===== src/hdl/irph_pkg.sv =====
// Shared constants, types and the ratio coder for the IR pulse pattern hasher.
package irph_pkg;

  localparam int MAX_INTERVALS_DEF = 64;
  localparam int MIN_HASH_LEN      = 6;

  localparam int CFG_W = 20;
  localparam logic [CFG_W-1:0] START_GAP_RST = CFG_W'(5000);
  localparam logic [CFG_W-1:0] END_GAP_RST   = CFG_W'(10000);

  typedef enum logic [0:0] {
    REG_START_GAP = 1'b0,
    REG_END_GAP   = 1'b1
  } reg_idx_t;

  localparam logic [1:0] LEVEL_LOW  = 2'd0;
  localparam logic [1:0] LEVEL_HIGH = 2'd1;

  localparam logic [31:0] FNV_OFFSET = 32'h811c9dc5;
  localparam logic [31:0] FNV_PRIME  = 32'h01000193;

  localparam logic [7:0] CODE_SHORTER = 8'd1;
  localparam logic [7:0] CODE_LONGER  = 8'd2;
  localparam logic [7:0] CODE_SIMILAR = 8'd4;

  // Compares a newer interval with the one two places earlier at a 3/4 ratio.
  function automatic logic [7:0] ratio_code(input logic [31:0] older,
                                            input logic [31:0] newer);
    logic [33:0] o4;
    logic [33:0] n4;
    logic [33:0] o3;
    logic [33:0] n3;
    o4 = {older, 2'b00};
    n4 = {newer, 2'b00};
    o3 = {2'b00, older} + {1'b0, older, 1'b0};
    n3 = {2'b00, newer} + {1'b0, newer, 1'b0};
    if (n4 < o3) begin
      return CODE_SHORTER;
    end else if (o4 < n3) begin
      return CODE_LONGER;
    end else begin
      return CODE_SIMILAR;
    end
  endfunction

endpackage


===== src/hdl/irph_ram.sv =====
// Generic single-write, single-read RAM with a registered read port.
module irph_ram #(
  parameter int WIDTH = 32,
  parameter int DEPTH = 64
) (
  input  logic                     clk,
  input  logic                     we,
  input  logic [$clog2(DEPTH)-1:0] waddr,
  input  logic [WIDTH-1:0]         wdata,
  input  logic [$clog2(DEPTH)-1:0] raddr,
  output logic [WIDTH-1:0]         rdata
);

  logic [WIDTH-1:0] mem [DEPTH];

  always_ff @(posedge clk) begin
    if (we) begin
      mem[waddr] <= wdata;
    end
    rdata <= mem[raddr];
  end

endmodule


===== src/hdl/ir_pulse_pattern_hasher.sv =====
// Top level of the IR pulse pattern hasher: decoders, interval stores and FNV-1a walk.
// An event word that starts no hash walk is taken whenever the state machine is idle,
// so such words stream at one per cycle between walks. A closing message that must be
// hashed stalls the input while its interval store, or both in turn, is walked one read
// per cycle, and until the output register takes the hash when the walk yields one.
// Reset is synchronous and restores both gap thresholds and clears all control state.
module ir_pulse_pattern_hasher
  import irph_pkg::*;
#(
  parameter int MAX_INTERVALS = MAX_INTERVALS_DEF
) (
  input  logic             clk,
  input  logic             rst,
  // Event channel.
  input  logic             in_valid,
  output logic             in_ready,
  input  logic             mode,
  input  logic [1:0]       level,
  input  logic [31:0]      tick,
  // Result channel.
  output logic             out_valid,
  input  logic             out_ready,
  output logic [31:0]      hash,
  output logic             from_low_active,
  // Configuration write channel.
  input  logic             cfg_valid,
  output logic             cfg_ready,
  input  logic [0:0]       cfg_index,
  input  logic [CFG_W-1:0] cfg_data
);

  // The counter holds at most MAX_INTERVALS-1, so it doubles as the store address.
  localparam int CNT_W = $clog2(MAX_INTERVALS);
  localparam logic [CNT_W-1:0] CNT_FULL = CNT_W'(MAX_INTERVALS - 1);
  localparam logic [CNT_W-1:0] CNT_MIN  = CNT_W'(MIN_HASH_LEN);

  typedef enum logic [2:0] {
    S_IDLE = 3'b001,
    S_HASH = 3'b010,
    S_DONE = 3'b100
  } state_t;

  state_t state;

  logic [CFG_W-1:0] start_gap;
  logic [CFG_W-1:0] end_gap;
  logic             started;
  logic [31:0]      last_tick;
  logic [31:0]      held_hash;

  // Decoder 0 is active-high (idles low), decoder 1 is active-low (idles high).
  logic             in_msg      [2];
  logic             in_msg_next [2];
  logic [CNT_W-1:0] cnt         [2];
  logic [CNT_W-1:0] cnt_next    [2];
  logic             we          [2];
  logic             pend        [2];
  logic [31:0]      rdata       [2];

  // Hash walk.
  logic             sel_low;
  logic             low_pending;
  logic [CNT_W-1:0] rd_idx;
  logic [CNT_W-1:0] data_idx;
  logic             rd_v;
  logic [31:0]      w0;
  logic [31:0]      w1;
  logic [7:0]       code_q;
  logic             code_v;
  logic [31:0]      h;

  logic             accept;
  logic             is_event;
  logic             is_edge;
  logic [31:0]      gap;
  logic [CNT_W-1:0] cnt_sel;
  logic [31:0]      rd_data;
  logic             issue;
  logic             walk_done;
  logic             load_out;

  assign in_ready  = (state == S_IDLE);
  assign cfg_ready = 1'b1;
  assign accept    = in_valid && in_ready;
  assign is_event  = accept && !mode && started;
  assign is_edge   = (level == LEVEL_LOW) || (level == LEVEL_HIGH);
  assign gap       = tick - last_tick;

  // Both decoders step together on each event word. Interval writes only happen
  // in the accept cycle, and the walk only reads while no word is accepted, so
  // the state machine itself is the interlock between writes and hash reads.
  always_comb begin
    for (int d = 0; d < 2; d++) begin
      in_msg_next[d] = in_msg[d];
      cnt_next[d]    = cnt[d];
      we[d]          = 1'b0;
      pend[d]        = 1'b0;
      if (is_event) begin
        if (!in_msg[d]) begin
          if (is_edge && (level[0] == 1'(d)) && (gap > 32'(start_gap))) begin
            in_msg_next[d] = 1'b1;
            cnt_next[d]    = '0;
          end
        end else if (gap > 32'(end_gap)) begin
          in_msg_next[d] = 1'b0;
          // A message too short to hash, or one that closes while a hash is held,
          // is dropped without walking the store.
          pend[d] = (held_hash == 32'd0) && (cnt[d] >= CNT_MIN);
        end else if ((cnt[d] != CNT_FULL) && is_edge) begin
          we[d]       = 1'b1;
          cnt_next[d] = cnt[d] + CNT_W'(1);
        end
      end
    end
  end

  for (genvar g = 0; g < 2; g++) begin : g_store
    irph_ram #(
      .WIDTH(32),
      .DEPTH(MAX_INTERVALS)
    ) u_store (
      .clk  (clk),
      .we   (we[g]),
      .waddr(cnt[g]),
      .wdata(gap),
      .raddr(rd_idx),
      .rdata(rdata[g])
    );
  end

  assign cnt_sel   = sel_low ? cnt[1] : cnt[0];
  assign rd_data   = sel_low ? rdata[1] : rdata[0];
  assign issue     = (state == S_HASH) && (rd_idx != cnt_sel);
  assign walk_done = (state == S_HASH) && (rd_idx == cnt_sel) && !rd_v && !code_v;
  // The output register takes a new word when it is empty or being emptied.
  assign load_out  = (state == S_DONE) && (!out_valid || out_ready);

  always_ff @(posedge clk) begin
    if (rst) begin
      state       <= S_IDLE;
      start_gap   <= START_GAP_RST;
      end_gap     <= END_GAP_RST;
      started     <= 1'b0;
      last_tick   <= '0;
      held_hash   <= '0;
      in_msg[0]   <= 1'b0;
      in_msg[1]   <= 1'b0;
      cnt[0]      <= '0;
      cnt[1]      <= '0;
      sel_low     <= 1'b0;
      low_pending <= 1'b0;
      rd_idx      <= '0;
      rd_v        <= 1'b0;
      code_v      <= 1'b0;
      out_valid   <= 1'b0;
    end else begin
      if (cfg_valid && cfg_ready) begin
        unique case (cfg_index)
          REG_START_GAP: start_gap <= cfg_data;
          REG_END_GAP:   end_gap   <= cfg_data;
          default:       ;
        endcase
      end

      in_msg[0] <= in_msg_next[0];
      in_msg[1] <= in_msg_next[1];
      cnt[0]    <= cnt_next[0];
      cnt[1]    <= cnt_next[1];

      if (load_out) begin
        out_valid <= 1'b1;
      end else if (out_ready) begin
        out_valid <= 1'b0;
      end

      unique case (state)
        S_IDLE: begin
          if (accept) begin
            if (mode) begin
              held_hash <= '0;
            end else if (!started) begin
              started   <= 1'b1;
              last_tick <= tick;
            end else begin
              if (is_edge) begin
                last_tick <= tick;
              end
              // When both are pending, the active-high decoder is walked first; the active-low one
              // then only runs if the first walk leaves no hash held.
              if (pend[0] || pend[1]) begin
                state       <= S_HASH;
                sel_low     <= !pend[0];
                low_pending <= pend[0] && pend[1];
                rd_idx      <= '0;
                rd_v        <= 1'b0;
                code_v      <= 1'b0;
                h           <= FNV_OFFSET;
              end
            end
          end
        end
        S_HASH: begin
          // Stage 1: one store read per cycle.
          rd_v <= issue;
          if (issue) begin
            data_idx <= rd_idx;
            rd_idx   <= rd_idx + CNT_W'(1);
          end
          // Stage 2: a two-deep window pairs each interval with the one two back.
          code_v <= rd_v && (data_idx[CNT_W-1:1] != '0);
          if (rd_v) begin
            w0     <= rd_data;
            w1     <= w0;
            code_q <= ratio_code(w1, rd_data);
          end
          // Stage 3: FNV-1a round.
          if (code_v) begin
            h <= 32'((h ^ {24'd0, code_q}) * FNV_PRIME);
          end
          if (walk_done) begin
            if (h != 32'd0) begin
              held_hash <= h;
              state     <= S_DONE;
            end else if (low_pending) begin
              sel_low     <= 1'b1;
              low_pending <= 1'b0;
              rd_idx      <= '0;
              h           <= FNV_OFFSET;
            end else begin
              state <= S_IDLE;
            end
          end
        end
        S_DONE: begin
          if (load_out) begin
            hash            <= held_hash;
            from_low_active <= sel_low;
            state           <= S_IDLE;
          end
        end
        default: state <= S_IDLE;
      endcase
    end
  end

  // No interval may be written while a store is being walked.
  a_no_write_in_walk: assert property (@(posedge clk) disable iff (rst)
    (state != S_IDLE) |-> !(we[0] || we[1]))
    else $error("interval store written during hash walk");

  // The read pointer never runs past the selected message length.
  a_rd_in_range: assert property (@(posedge clk) disable iff (rst)
    (state == S_HASH) |-> (rd_idx <= cnt_sel))
    else $error("hash walk read pointer past message end");

  // A ratio code only follows a store read.
  a_code_after_read: assert property (@(posedge clk) disable iff (rst)
    code_v |-> $past(rd_v))
    else $error("ratio code without a preceding read");

  // A presented result is never zero.
  a_hash_nonzero: assert property (@(posedge clk) disable iff (rst)
    out_valid |-> (hash != 32'd0))
    else $error("zero hash presented");

endmodule

===== config.mk =====
export PLATFORM = sky130hd
export DESIGN_NAME = ir_pulse_pattern_hasher
export DESIGN_NICKNAME = d
export VERILOG_FILES = /design/src/hdl/irph_pkg.sv /design/src/hdl/irph_ram.sv /design/src/hdl/ir_pulse_pattern_hasher.sv
export SDC_FILE = /design/constraint.sdc
export NUM_CORES = 2
export LEC_CHECK = 0
export BUFFER_PORTS_ARGS = -buffer_cell sky130_fd_sc_hd__buf_2
export CORE_MARGIN = 3
export CORE_UTILIZATION = 35
export DETAILED_ROUTE_END_ITERATION = 10
export PLACE_DENSITY = 0.5
export SLEW_MARGIN = 5
export SYNTH_ARGS = -nofsm -noshare
export SYNTH_HDL_FRONTEND = slang
export SYNTH_MEMORY_MAX_BITS = 65536
export SYNTH_SLANG_ARGS = --single-unit

===== constraint.sdc =====
create_clock -name clk -period 21.9 [get_ports clk]
set_input_delay 1.095 -clock clk [delete_from_list [all_inputs] [get_ports clk]]
set_output_delay 1.095 -clock clk [all_outputs]
set_load 0.02 [all_outputs]

==> impl_metrics.json <==
{
  "status": "finished clean",
  "grt_overflow": 0,
  "path_max_fanout": 132,
  "cp-start-kind": "flip-flop",
  "clock_latency_ns": 1.03,
  "totalWireLength_um": 517000,
  "vias": 89900,
  "port_buffers": 95,
  "top_level_ports": 97,
  "routedWlPerCell_um": 32.0,
  "hold_class": "input pin to flip-flop",
  "ir_worst_vdd_uv": 79.3,
  "fmax_mhz": 130,
  "core_area_um2": 513000,
  "setup_tns_ns": 0,
  "grt_pass1_vias": 88900,
  "synth.top_cell.area_share_pct": 70.5,
  "finalSetupViolations": 0,
  "synth.area.top_cells": "edfxtp_1 70%, mux4_2 17%, ha_1 2.8%, dfxtp_1 2.2%, fa_1 0.85%",
  "postCtsSetupRepairBufs": 0,
  "cts_hold_buffers": 0,
  "hold_ws_ns": 0.357,
  "slew_viol_final": 0,
  "synthCells": 8585,
  "ant_nets": 0,
  "critPathRequiredTime_ns": 22.53,
  "track_usage_pct": 19.4,
  "hold_viol": 0,
  "pre_cts_slack_ns": 13.37,
  "p_leak_nw": 63.7,
  "synth_common_cells": "4,233 x edfxtp_1, 1,344 x mux4_2, 400 x ha_1, 333 x inv_1, 296 x clkbuf_1",
  "period_share_pct": 35.1,
  "crit_path_end_kind": "flip-flop",
  "vias_per_cell": 5.56,
  "synth_warnings": 0,
  "p_per_area_nw_per_um2": 87.9,
  "clock_sinks": 4430,
  "finalClockSkew_ns": 0.0812,
  "cts_resized": 0,
  "rsz0062_at_grt": "no",
  "path_clk_slew_ns": 0.06,
  "cts_root_buffer": "clkbuf_16",
  "die_width_um": 724,
  "cts_buffer_depth": 4,
  "synthesis.area_um2": 180000,
  "synth_ff_type": "edfxtp_1",
  "initial_core_util_pct": 35.1,
  "finalPower_mw": 18.1,
  "fillers": 45100,
  "yosysMostFrequentCell": "edfxtp_1",
  "ys_seq_elements": 4430,
  "synthToLayoutAreaGrowth_pct": 14.0,
  "synth_edf_count": 4233,
  "slew_headroom_pct": 9.88,
  "cap_violations": 0,
  "dr.pass1.iters": 6,
  "synthesis.nets": 9123,
  "die_y_um": 724,
  "drc_errors": 0,
  "drt_iter0_drc": 11500,
  "ys_types": 83,
  "drive_gt1_share_pct": 27.8,
  "finalCriticalPeriod_ns": 7.68,
  "synth_top_cell_by_area": "edfxtp_1",
  "setup.worst_path.class": "flip-flop to flip-flop",
  "synthArstFlopShare_pct": 0,
  "cts-htree-levels": 5,
  "grt_pass1_wl_um": 719000,
  "setup_slack_ns": 14.22,
  "dp_hpwl_um": 318000,
  "avgSynthCellArea_um2": 21.0,
  "final_util_pct": 40.1,
  "rows": 263,
  "grt_max_degree": 131,
  "fin_nets": 9552,
  "cts_tree": "built",
  "numCtsBuffers": 446,
  "cp.arrival_ns": 8.32,
  "worst_pin_slew_ns": 1.35,
  "antenna_found_initial": 80,
  "die-area_um2": 524000,
  "ys_seq_area_share_pct": 72.6,
  "gp_congestion": 0.831
}
kinds of logic after synthesis:
group / after synthesis / synth area share (%)
adders and majority gates: 477 / 3.63
other: 1 / 0.00208
muxes: 1399 / 17.1
buffers and inverters: 746 / 1.60
xor gates and xnor gates: 132 / 0.645
AOI/OAI and AO/OA: 590 / 2.15
DFF: 4430 / 72.6
and+or+nand+nor: 810 / 2.24
cell usage in the layout (no fill, tap or decap), types with 32 or more instances in the layout:
| master | Yosys | layout |
|---|---|---|
| edfxtp_1 | 4233 | 4233 |
| mux4_2 | 1344 | 1344 |
| clkbuf_16 | 0 | 459 |
| ha_1 | 400 | 400 |
| inv_1 | 333 | 326 |
| buf_4 | 1 | 282 |
| nand2_1 | 252 | 247 |
| a21oi_1 | 196 | 193 |
| dfxtp_1 | 197 | 188 |
| nor2_1 | 164 | 154 |
| nor4_2 | 9 | 103 |
| clkbuf_1 | 296 | 99 |
| buf_2 | 0 | 94 |
| clkinv_1 | 3 | 90 |
| clkinv_2 | 0 | 89 |
| a21o_1 | 79 | 79 |
| o21ai_0 | 77 | 77 |
| fa_1 | 77 | 76 |
| xnor2_1 | 73 | 59 |
| xor2_1 | 58 | 52 |
| nand3_1 | 51 | 50 |
| nor3_1 | 53 | 43 |
| nand4_1 | 35 | 35 |
| bufinv_16 | 0 | 35 |
| o21a_1 | 33 | 33 |
| o211ai_1 | 32 | 32 |
| a22oi_1 | 32 | 32 |
worst max-delay path: stages (launching register included):
cell and delay (ns):
dfxtp_1 0.33, inv_1 0.05, ha_1 0.41, o211ai_1 0.15
a21oi_1 0.26, o211ai_1 0.18, o211ai_1 0.64, a21oi_1 0.21
xnor2_2 0.23, buf_12 0.46, ha_1 0.39, a21o_1 0.17
a21o_1 0.18, a21oi_1 0.15, o21ai_0 0.18, o31ai_2 0.86
nand4_4 0.51, buf_4 0.45, nor4_2 0.88, buf_4 0.49
flip-flops by register name (all words and copies together), names as in the netlist, 5 cells and up:
| register | flops |
|---|---|
| cnt | 12 |
| data_idx | 5 |
| end_gap | 20 |
| g_store.u_store.mem | 4096 |
| g_store.u_store.rdata | 64 |
| h | 32 |
| hash | 32 |
| held_hash | 32 |
| last_tick | 32 |
| rd_idx | 6 |
| start_gap | 20 |
| w0 | 32 |
| w1 | 32 |
per-stage QoR:
stage               instance area (um^2)  cells
CTS                               206000  16100
detailed placement                191000  15300
global route                      206000  16200
global placement                  191000  15300
floorplan                         180000   8585
finish                            206000  16200
metal layers:
metal | track usage, % | vias up | part of all wire [%] | wire (um)
met4 | 3.87 | 16 | 2.1 | 10800
met1 | 30.6 | 49100 | 46 | 239000
met2 | 28.6 | 3626 | 44 | 228000
met3 | 2.87 | 578 | 7.7 | 40100
li1 | - | 36600 | - | -
met5 | 0 | - | 0.020 | 104
final cells by class:
class	count	area (um^2)	share of cell area, %
clock inverters	248	2180	1.06
inverters	336	1280	0.623
clock buffers	578	12100	5.90
diodes	18	45.0	0.0219
multi-input cells	3409	47600	23.2
flip-flops and latches	4430	131000	63.7
repair buffers	391	2890	1.40
well taps	6757	8450	4.11
final timing paths:
path | startpoint | to | slack, ns | cells past startpoint
setup / recovery | last_tick[2]$_SDFFE_PP0P_ | g_store[0].u_store.mem[26][0]$_DFFE_PP_ | 14.22 | 19
hold / removal | tick[4] | last_tick[4]$_SDFFE_PP0P_ | 0.36 | 3
setup reg to reg | last_tick[2]$_SDFFE_PP0P_ | g_store[0].u_store.mem[26][0]$_DFFE_PP_ | 14.22 | 19
hold reg to reg | w0[20]$_DFFE_PP_ | w1[20]$_DFFE_PP_ | 0.42 | 0
where the power goes:
part	internal (mW)	total [mW]	switching (mW)
Combinational	0.0961	0.883	0.787
Sequential	9.66	9.66	0.00341
Clock	4.30	7.52	3.22
(Power assumes the default switching activity.)
